$ cat config.mk
export PLATFORM = sky130hd
export DESIGN_NAME = tpaf_delay_calc
export DESIGN_NICKNAME = d
export VERILOG_FILES = /design/src/hw/rtl/tpaf_pkg.sv /design/src/hw/rtl/tpaf_delay_calc.sv
export SDC_FILE = /design/constraint.sdc
export NUM_CORES = 1
export LEC_CHECK = 0
export ABC_AREA = 1
export BUFFER_PORTS_ARGS = -buffer_cell sky130_fd_sc_hd__buf_4
export CAP_MARGIN = 10
export CORE_ASPECT_RATIO = 1.1
export CORE_MARGIN = 2
export CORE_UTILIZATION = 25
export DETAILED_ROUTE_END_ITERATION = 10
export REMOVE_ABC_BUFFERS = 1
export SLEW_MARGIN = 20
export SYNTH_ARGS = -nofsm -noshare
export SYNTH_HDL_FRONTEND = slang
export SYNTH_SLANG_ARGS = --single-unit
$ cat constraint.sdc
create_clock -name vclk -period 6.2
set_input_delay 0 -clock vclk [all_inputs]
set_output_delay 0 -clock vclk [all_outputs]
set_load 0.1 [all_outputs]
$ cat src/hw/rtl/tpaf_pkg.sv
package tpaf_pkg;

  localparam int PERIOD_W   = 16;
  localparam int LEVEL_W    = 12;
  localparam int BLINK_W    = 10;
  localparam int OPCODE_W   = 2;
  localparam int CHAN_W     = 3;
  localparam int GATE_W     = 8;
  localparam int CFG_IDX_W  = 2;
  localparam int CFG_DATA_W = 16;

  localparam logic [LEVEL_W-1:0]  LEVEL_LOW_CUT  = 12'd128;
  localparam logic [LEVEL_W-1:0]  LEVEL_HIGH_CUT = 12'd3967;
  localparam logic [LEVEL_W-1:0]  LEVEL_FULL     = 12'd4095;
  localparam int                  DELAY_SHIFT    = 12;
  localparam logic [PERIOD_W-1:0] TICK_MAX       = 16'hFFFF;

  localparam logic [PERIOD_W-1:0] NOMINAL_RST = 16'd100;
  localparam logic [PERIOD_W-1:0] PULSE_RST   = 16'd5;
  localparam logic [BLINK_W-1:0]  BLINK_RST   = 10'd100;

  typedef enum logic [OPCODE_W-1:0] {
    OP_TICK      = 2'd0,
    OP_CROSS     = 2'd1,
    OP_SET_LEVEL = 2'd2
  } opcode_t;

  typedef enum logic [CFG_IDX_W-1:0] {
    CFG_NOMINAL    = 2'd0,
    CFG_GATE_PULSE = 2'd1,
    CFG_SIMULATE   = 2'd2,
    CFG_BLINK      = 2'd3
  } cfg_reg_t;

  typedef struct packed {
    logic [PERIOD_W-1:0] tick;
    logic [PERIOD_W-1:0] pulse;
    logic                simulate;
  } gate_ctl_t;

endpackage

$ cat src/hw/rtl/tpaf_delay_calc.sv
module tpaf_delay_calc import tpaf_pkg::*; (
  input  logic [PERIOD_W-1:0] nominal,
  input  logic [LEVEL_W-1:0]  level,
  output logic [PERIOD_W-1:0] delay
);

  localparam int PROD_W = PERIOD_W + LEVEL_W;

  logic [LEVEL_W-1:0] headroom;
  logic [PROD_W-1:0]  product;

  assign headroom = LEVEL_FULL - level;
  assign product  = PROD_W'(nominal) * PROD_W'(headroom);
  assign delay    = product[DELAY_SHIFT +: PERIOD_W];

endmodule

==> impl_metrics.toml <==
[floorplan]
core-area_um2 = 24300
die_h_um = 169
fp.dieW_um = 154
die-area_um2 = 25900
start_util_pct = 25.3
ios = 44
rows = 60

[yosys]
synth_cell_types = 27
seq_area_frac_synth_pct = 0
synth_area_um2 = 6160
synth_area_per_cell_um2 = 7.39
synthCells = 834
ys_warn_count = 0

[setup_path]
critPathTopFamily = "adder cells"
max_stage_delay_ns = 0.52
required_ns = 6.20
path_max_fanout = 13
startpoint_type = "input pin"
crit_arrival_ns = 4.99
path_cells = "buf_4 > inv_1 > nand2_1 > fa_1 > fa_1 > inv_1 > fa_1 > fa_1 > inv_1 > fa_1 > inv_1 > ha_1 > nand2_1 > nor2_1 > inv_1 > nor3_1 > o21ai_0 > nand2_1 > nand2_1 > nand2_1 > buf_4"
cp.buffers_inverters = 7
cp_slowest_cell = "fa_1"
path_class = "input pin to output pin"
critPathCaptureType = "output pin"

[finish]
multiInputGateArea_um2 = 5260
seq_area_um2 = 0
drive_gt1_share_pct = 6.33
area_growth_pct = 10.1
nNetsFinal = 1084
nClkBuffers = 0
seq_cells = 0
nFillCells = 2704
antenna-diode-count = 0

[sta]
finalCritPeriodShare_pct = 80.4
worst_slew_pin_slew_ns = 0.624
fmax_ghz = 0.201
setup_viol = 0
fin_crit_ns = 4.99
tns_ns = 0
maxSlewHeadroom_pct = 58.3
finalMaxSlewViolations = 0
rsz0062_at_grt = "false"
hold_violations = 0

[clocking]
cts-hold-fix-buffers = 0
ctsResizeCount = 0
cts_setup_buffers = 0

[grt]
grt_max_degree = 16
antenna_found_initial = 0
first_global_vias = 5426
grtUsageTotal_pct = 13.0
grt_remaining_overflow = 0
grt_pass1_wl_um = 27500

[run]
drv_cap = 0

[route]
firstDrtPassIters = 5
vias = 5172
wirelength_um = 16600
via_per_inst = 4.45
drc_errors = 0
wl_per_cell_um = 14.3
drtIter0Drc = 234
ant_nets = 0

[placed_design]
hpwl_um = 15000
place_congestion = 0.873
port_buffers = 44

[min_path]
hold_depth = 8
hp-class = "input pin to output pin"
min_from = "nominal[0]"
min_to = "delay[1]"

[run_status]
status = "completed"
## synth_stat cells (4+ instances only)
master	count	share of area, %
inv_1	213	13
nand2_1	196	12
fa_1	139	45
nor2_1	95	5.8
ha_1	62	13
clkbuf_1	25	1.5
a21oi_1	23	1.9
nand3_1	18	1.5
o21ai_0	10	0.81
nor3_1	8	0.65
nand2_2	6	0.61
xor2_1	6	0.85
nand4_1	5	0.51
xnor2_1	5	0.71
a21o_1	4	0.49
## cell families after synthesis
family / count (synthesis) / share of synthesized area (%)
and+or+nand+nor: 333 / 21.6
xor gates and xnor gates: 11 / 1.56
adders and majority gates: 201 / 57.7
AOI/OAI and AO/OA: 47 / 4.36
buffers and inverters: 242 / 14.7
## per-stage QoR
step	instance area [µm²]	hold slack [ns]	cells	util, %	setup WS, ns
after CTS	6790	0.863	1163	27.9	1.22
final	6790	0.866	1163	27.9	1.21
after global placement	6790	0.856	1163	27.9	1.21
after global routing	6790	0.894	1163	27.9	0.868
after detailed placement	6790	0.860	1163	27.9	1.23
after floorplan	6070	0.717	809	-	0.857
## worst max path at each step
stage                         from        end  slack (ns)  depth (start not counted)
final                     level[4]   delay[5]        1.21                         21
after global routing      level[3]  delay[14]        0.87                         21
after CTS                 level[3]  delay[10]        1.22                         19
after detailed placement  level[3]  delay[10]        1.23                         19
after global placement    level[3]  delay[10]        1.21                         19
after floorplan           level[3]   delay[1]        0.86                         17
## placed cells by master (no fill, tap or decap), types with 4 or more instances in the layout
cell	netlist	final
buf_4	0	44
fa_1	139	139
nor2_1	95	95
nand4_1	5	5
nor3_1	8	8
o21ai_0	10	10
inv_1	213	213
a21o_1	4	4
nand2_1	196	196
xnor2_1	5	5
nand2_2	6	6
ha_1	62	62
nand3_1	18	18
a21oi_1	23	23
xor2_1	6	6
## cell type report
cell class | count | area share [%]
inverters | 217 | 12.0
well taps | 310 | 5.71
repair buffers | 44 | 4.87
multi-input cells | 592 | 77.4
## layer usage
metal	global-route usage (%)	share of wire [%]
met5	0	0
met4	1.04	0.77
met3	0.563	3.5
met2	23.0	50
met1	18.3	45
Power is not shown: default switching activity piles up to over one toggle a cycle in this logic, so the estimate is an artifact.
