[config.mk]
export PLATFORM = sky130hd
export DESIGN_NAME = tpaf_gate_eval
export DESIGN_NICKNAME = d
export VERILOG_FILES = /design/src/hw/rtl/tpaf_pkg.sv /design/src/hw/rtl/tpaf_gate_eval.sv
export SDC_FILE = /design/constraint.sdc
export NUM_CORES = 1
export LEC_CHECK = 0
export BUFFER_PORTS_ARGS = -buffer_cell sky130_fd_sc_hd__buf_4
export CAP_MARGIN = 20
export CELL_PAD_IN_SITES_DETAIL_PLACEMENT = 0
export CELL_PAD_IN_SITES_GLOBAL_PLACEMENT = 1
export CORE_AREA = 8 8 178 180
export DETAILED_ROUTE_END_ITERATION = 8
export DIE_AREA = 0 0 186 188
export PLACE_DENSITY_LB_ADDON = 0.08
export SLEW_MARGIN = 20
export SYNTH_ARGS = -nofsm -noshare
export SYNTH_HDL_FRONTEND = slang
export SYNTH_SLANG_ARGS = --single-unit
[constraint.sdc]
create_clock -name vclk -period 4.5
set_clock_uncertainty 0.05 [all_clocks]
set_input_delay 0.45 -clock vclk [all_inputs]
set_output_delay 0.45 -clock vclk [all_outputs]
set_load 0.1 [all_outputs]
[src/hw/rtl/tpaf_pkg.sv]
package tpaf_pkg;

  localparam int PERIOD_W   = 16;
  localparam int LEVEL_W    = 12;
  localparam int BLINK_W    = 10;
  localparam int OPCODE_W   = 2;
  localparam int CHAN_W     = 3;
  localparam int GATE_W     = 8;
  localparam int CFG_IDX_W  = 2;
  localparam int CFG_DATA_W = 16;

  localparam logic [LEVEL_W-1:0]  LEVEL_LOW_CUT  = 12'd128;
  localparam logic [LEVEL_W-1:0]  LEVEL_HIGH_CUT = 12'd3967;
  localparam logic [LEVEL_W-1:0]  LEVEL_FULL     = 12'd4095;
  localparam int                  DELAY_SHIFT    = 12;
  localparam logic [PERIOD_W-1:0] TICK_MAX       = 16'hFFFF;

  localparam logic [PERIOD_W-1:0] NOMINAL_RST = 16'd100;
  localparam logic [PERIOD_W-1:0] PULSE_RST   = 16'd5;
  localparam logic [BLINK_W-1:0]  BLINK_RST   = 10'd100;

  typedef enum logic [OPCODE_W-1:0] {
    OP_TICK      = 2'd0,
    OP_CROSS     = 2'd1,
    OP_SET_LEVEL = 2'd2
  } opcode_t;

  typedef enum logic [CFG_IDX_W-1:0] {
    CFG_NOMINAL    = 2'd0,
    CFG_GATE_PULSE = 2'd1,
    CFG_SIMULATE   = 2'd2,
    CFG_BLINK      = 2'd3
  } cfg_reg_t;

  typedef struct packed {
    logic [PERIOD_W-1:0] tick;
    logic [PERIOD_W-1:0] pulse;
    logic                simulate;
  } gate_ctl_t;

endpackage

[src/hw/rtl/tpaf_gate_eval.sv]
module tpaf_gate_eval import tpaf_pkg::*; #(
  parameter int CHANNELS = 8
) (
  input  gate_ctl_t           ctl,
  input  logic [PERIOD_W-1:0] delay [CHANNELS],
  output logic [CHANNELS-1:0] lane_on
);

  always_comb begin
    for (int c = 0; c < CHANNELS; c++) begin
      logic [PERIOD_W:0] window_end;
      window_end = {1'b0, delay[c]} + {1'b0, ctl.pulse};
      if (ctl.simulate) begin
        lane_on[c] = (ctl.tick > delay[c]);
      end else begin
        lane_on[c] = (ctl.tick < delay[c]) || ({1'b0, ctl.tick} > window_end);
      end
    end
  end

endmodule

==> results.yml, run 1 <==
worst_setup_path:
  crit_buf_inv: 2
  critical-path-max-stage-delay_ps: 560
  cp_cell_sequence: "buf_4 -> ha_1 -> or4_4 -> o21ai_2 -> o21ai_2 -> o41a_1 -> a21o_1 -> a21oi_2 -> xor2_1 -> ha_1 -> nand3_1 -> nor2_1 -> a32oi_1 -> nand3_1 -> a211oi_2 -> a31oi_1 -> o21ai_2 -> buf_12"
  cp.arrival_ps: 3900
  start_kind: "input port"
  cp_common_cell: "o21ai_2"
  slowest_stage: "or4_4"
  cp-end-kind: "primary output"
  cp_top_family: "compound AO/OA/AOI/OAI gates"
  critPathKind: "in -> out"
  cp_data_required_time_ps: 4000
  critPathMaxFanout: 5
  crit_cells: 18
  worstSetupStartpoint: "ctl[5]"
die:
  fp-row-count: 63
  core_um2: 29000
  dieArea_um2: 35000
  ios: 169
  initial_core_util_pct: 39.0
  die_w_um: 186
  die_h_um: 188
sta:
  worstMarginPinSlew_ps: 896
  max_freq_mhz: 227
  max-slew-margin-rel_pct: 40.2
  rsz0062_at_grt: "yes"
  finalCritPeriodShare_pct: 97.8
  layout_min_cycle_time_ps: 4400
  fin_setup_tns_ps: 0
  hold_violations: 0
  setup_violations: 0
  finalMaxSlewViolations: 0
final_layout:
  drive_gt1_share_pct: 20.8
  final_common_cell: "ha_1"
  seq_cells: 0
  mostFrequentLayoutCells: "373 x ha_1, 258 x buf_4, 158 x inv_1"
  final_core_util_pct: 49.4
  fin_nets: 2298
  clock_buffers: 0
  fillers: 2984
  fin_cells: 2134
  area_delta_synth_final_pct: 26.6
  multi_input_area_um2: 11100
  regArea_um2: 0
worst_hold_path:
  hp-start: "delay[79]"
  holdPathStages: 6
  hp-class: "in -> out"
  min_to: "lane_on[3]"
global_route:
  grt_use_total_pct: 23.5
  grt_max_degree: 24
  grt_pass1_wl_um: 64200
  antenna_found_initial: 1
  first_global_vias: 11776
  globalRouteOverflowTotal: 0
synthesis:
  synthesis.nets: 2028
  synth_cells: 1475
  yosysTopAreaCellShare_pct: 42.5
  synth_area_leaders: "ha_1 42%, a21oi_1 7.1%, a21o_1 5.4%, inv_1 5.2%, xor2_1 4.6%"
  synthesis.area_um2: 11300
  ys_seq_area_share_pct: 0
  avgSynthCellArea_um2: 7.67
  ys_types: 61
  synth_top_area_cell: "ha_1"
  synth_warnings: 0
route:
  wirelength_um: 42700
  drcViolationCount: 0
  vias: 11776
  drt_pass1_iterations: 5
  ant_nets: 0
  drt_iter0_markers: 650
  post_drt_via_cell_ratio: 5.52
  routedWlPerCell_um: 20.0
power_and_ir_drop:
  power.total_uw: 2270
  p_per_area_nw_per_um2: 159
  peakVddDrop_v: 0.000115
  p_leak_uw: 0.00750
outcome:
  status: "complete, no violations"
flow_run:
  cap_violations: 0
placed_design:
  gp_congestion: 0.845
  placement.io_buffers: 169
  dp.final_hpwl_um: 32700
  dp_cells: 2113
cell usage after synthesis (all sizes together) (13+ instances only):
cell type and n:
xor2 60, nand4 44, xnor2 51, nand2b 22, o21ai 100, a21oi 161
o21a 30, nand3 34, nor4 13, nor3 24, o21bai 22, ha 384
a21o 83, nor2 75, inv 158, nor2b 43, nand2 49
per-layer routing:
layer / vias to the layer above / track usage [%] / wire, µm
met3: 45 / 1.59 / 1760
li1: 6046 / - / -
met4: 0 / 4.22 / 962
met5: - / 0 / 0
met1: 5424 / 31.4 / 20000
met2: 261 / 40.8 / 20000
through the flow:
step / cell area [µm²] / hold slack, ps / worst slack, ps
finish: 14300 / 1500 / 97.6
global route: 14300 / 1530 / -107
CTS: 13900 / 1500 / 0.0968
detailed placement: 13700 / 1530 / -304
global placement: 13700 / 1530 / -329
floorplan: 11300 / 1370 / -110
kinds of logic (layout without fill, tap and decap cells):
kind of cell    count (synthesis)  in the layout  synth area share (%)
simple gates                  339            339                  15.8
mux                             3              3                 0.288
compound gates                470            470                  26.1
buf+inv                       160            428                  5.31
fa+ha+maj                     392            392                  43.9
xor+xnor                      111            111                  8.60
other cells                     0              1                     0
final cells by class:
| class | instances | area share (%) |
|---|---|---|
| timing repair buffer | 270 | 15.0 |
| multi-input combinational | 1315 | 77.5 |
| tap | 390 | 3.41 |
| antenna | 1 | 0.0175 |
| inverter | 158 | 4.14 |
worst max-delay path by stage:
| stage | to | slack [ps] |
|---|---|---|
| after floorplan | lane_on[3] | -110 |
| after global placement | lane_on[0] | -330 |
| after detailed placement | lane_on[0] | -300 |
| after CTS | lane_on[2] | 0.1 |
| after global routing | lane_on[2] | -110 |
| final | lane_on[6] | 100 |
report_power, final:
| part | switching, µW | leakage [µW] | internal [µW] | total [µW] |
|---|---|---|---|---|
| Sequential | 0 | 0 | 0 | 0 |
| Combinational | 1230 | 0.00750 | 1040 | 2270 |
| Clock | 0 | 0.00000000634 | 0.0000298 | 0.0000298 |
repair_timing:
| item | CTS | global route |
|---|---|---|
| gates resized for setup | 51 | 74 |
| hold buffers | 0 | 0 |
| pin swaps | 17 | 60 |
| buffers inserted | 11 | 10 |
| endpoints found under the setup margin | 7 | 8 |
Note: power is estimated with default switching activity, not from simulation.
==> run 2, diff against run 1 <==
--- a/config.mk
+++ b/config.mk
@@ -9,9 +9,9 @@
 export CAP_MARGIN = 20
 export CELL_PAD_IN_SITES_DETAIL_PLACEMENT = 0
 export CELL_PAD_IN_SITES_GLOBAL_PLACEMENT = 1
-export CORE_AREA = 8 8 178 180
+export CORE_AREA = 8 8 137 234
 export DETAILED_ROUTE_END_ITERATION = 8
-export DIE_AREA = 0 0 186 188
+export DIE_AREA = 0 0 145 242
 export PLACE_DENSITY_LB_ADDON = 0.08
 export SLEW_MARGIN = 20
 export SYNTH_ARGS = -nofsm -noshare
==> run 2 against run 1 <==
- die area is 0.35% higher
- utilization shrank 0.14 points
- hold slack got worse by 33 ps
- sequential share of layout area unchanged
- design area fell by 0.40%
- power is 0.70% higher
- fmax down 2.4%
- combinational power barely moved
- the run now ends with setup timing left
- critical path depth stayed put
- sequential cell count stayed put
- first-iteration DRC count down 26%
- cell count shrank 0.47%
==> results.yml, run 2 (synthesized netlist as in run 1, its figures left out) <==
worst_setup_path:
  critical-path-max-stage-delay_ps: 570
  cp_data_required_time_ps: 4000
  cp_top_family: "compound AO/OA/AOI/OAI gates"
  cp_cell_sequence: "buf_4 -> ha_2 -> or4_4 -> o21ai_4 -> o21ai_2 -> o41a_1 -> a21o_1 -> a21oi_2 -> xor2_1 -> ha_1 -> a21oi_2 -> nand3b_1 -> a211oi_2 -> a211oi_2 -> buf_4 -> a31oi_2 -> o21ai_2 -> buf_12"
  crit_buf_inv: 3
  cp-end-kind: "primary output"
  critPathMaxFanout: 4
  critPathKind: "in -> out"
  slowest_stage: "or4_4"
  start_kind: "input port"
  worstSetupStartpoint: "ctl[8]"
  cp.arrival_ps: 4010
final_layout:
  clock_buffers: 0
  finish.instance_area_um2: 14300
  fillers: 2940
  seq_cells: 0
  final_common_cell: "ha_1"
  area_delta_synth_final_pct: 26.1
  mostFrequentLayoutCells: "378 x ha_1, 254 x buf_4, 158 x inv_1"
  fin_nets: 2296
  regArea_um2: 0
  multi_input_area_um2: 11100
  drive_gt1_share_pct: 20.0
clock_tree:
  cts_hold_buffers: 0
sta:
  max-slew-margin-rel_pct: 42.9
  finalMaxSlewViolations: 0
  fin_ws_ps: -9.70
  layout_min_cycle_time_ps: 4510
  hold_violations: 0
  max_freq_mhz: 222
  hold-worst-slack_ps: 1460
  worstMarginPinSlew_ps: 856
  rsz0062_at_grt: "yes"
  finalCritPeriodShare_pct: 100
  setup_violations: 1
die:
  die_w_um: 145
  core_um2: 29000
  dieArea_um2: 35100
  ios: 169
  fp-row-count: 83
  initial_core_util_pct: 39.0
  die_h_um: 242
power_and_ir_drop:
  peakVddDrop_v: 0.000115
  p_leak_uw: 0.00751
  p_per_area_nw_per_um2: 160
placed_design:
  gp_congestion: 0.886
  placement.io_buffers: 169
  dp.final_hpwl_um: 34900
  place_area_um2: 13700
  dp_slack_ps: -348
worst_hold_path:
  min_to: "lane_on[7]"
  hp-start: "delay[15]"
  hp-class: "in -> out"
  holdPathStages: 6
global_route:
  globalRouteOverflowTotal: 0
  grt.busiest_layer: "met2"
  antenna_found_initial: 1
  use_met2_pct: 46.7
  use_met3_pct: 2.37
  grt_max_degree: 24
  grt_use_total_pct: 24.2
  grtUsageMet1_pct: 26.1
  first_global_vias: 12432
  grt_pass1_wl_um: 66800
outcome:
  status: "complete, but fails checks"
  violations: "setup timing"
route:
  ant_nets: 0
  routedWlPerCell_um: 20.8
  vias: 12089
  wirelength_um: 44100
  drt_pass1_iterations: 5
  drcViolationCount: 0
  post_drt_via_cell_ratio: 5.69
  drt_iter0_markers: 479
flow_run:
  cap_violations: 0
[run 2: worst max path at each step]
stage	slack, ps	cells after the start	to
after floorplan	-110	15	lane_on[3]
after global placement	-320	22	lane_on[2]
after detailed placement	-350	22	lane_on[2]
after CTS	-130	22	lane_on[2]
after global routing	-280	22	lane_on[2]
final	-10	18	lane_on[6]
[run 2: through the flow]
stage	util, %	instances	power [µW]	TNS (ps)
detailed placement	47.4	2110	2150	-1560
global route	49.2	2123	2560	-924
floorplan	-	1475	1420	-110
CTS	48.0	2112	2210	-131
finish	49.2	2124	2290	-9.70
global placement	47.4	2110	2130	-1440
[run 2: what timing repair did]
action,4_1_cts,5_1_grt
setup endpoints to repair,7,8
resized for setup,43,68
buffers inserted,2,12
endpoints found under the hold margin,0,0
pin swaps,15,68
[run 2: cell type report]
| class | count | area share (%) |
|---|---|---|
| antenna | 1 | 0.0175 |
| timing repair buffer | 268 | 15.0 |
| inverter | 158 | 4.16 |
| multi-input combinational | 1315 | 77.5 |
| tap | 382 | 3.35 |
[run 2: per-layer routing]
layer | routed length (µm) | up-vias
li1 | - | 6035
met1 | 17500 | 5686
met2 | 22900 | 274
met3 | 1590 | 94
met4 | 2110 | 0
met5 | 0 | -
[run 2: power by group]
part	total, µW	internal, µW	switching, µW
logic	2290	1040	1250
registers	0	0	0
clock network	0.0000297	0.0000297	0
total	2290	1040	1250
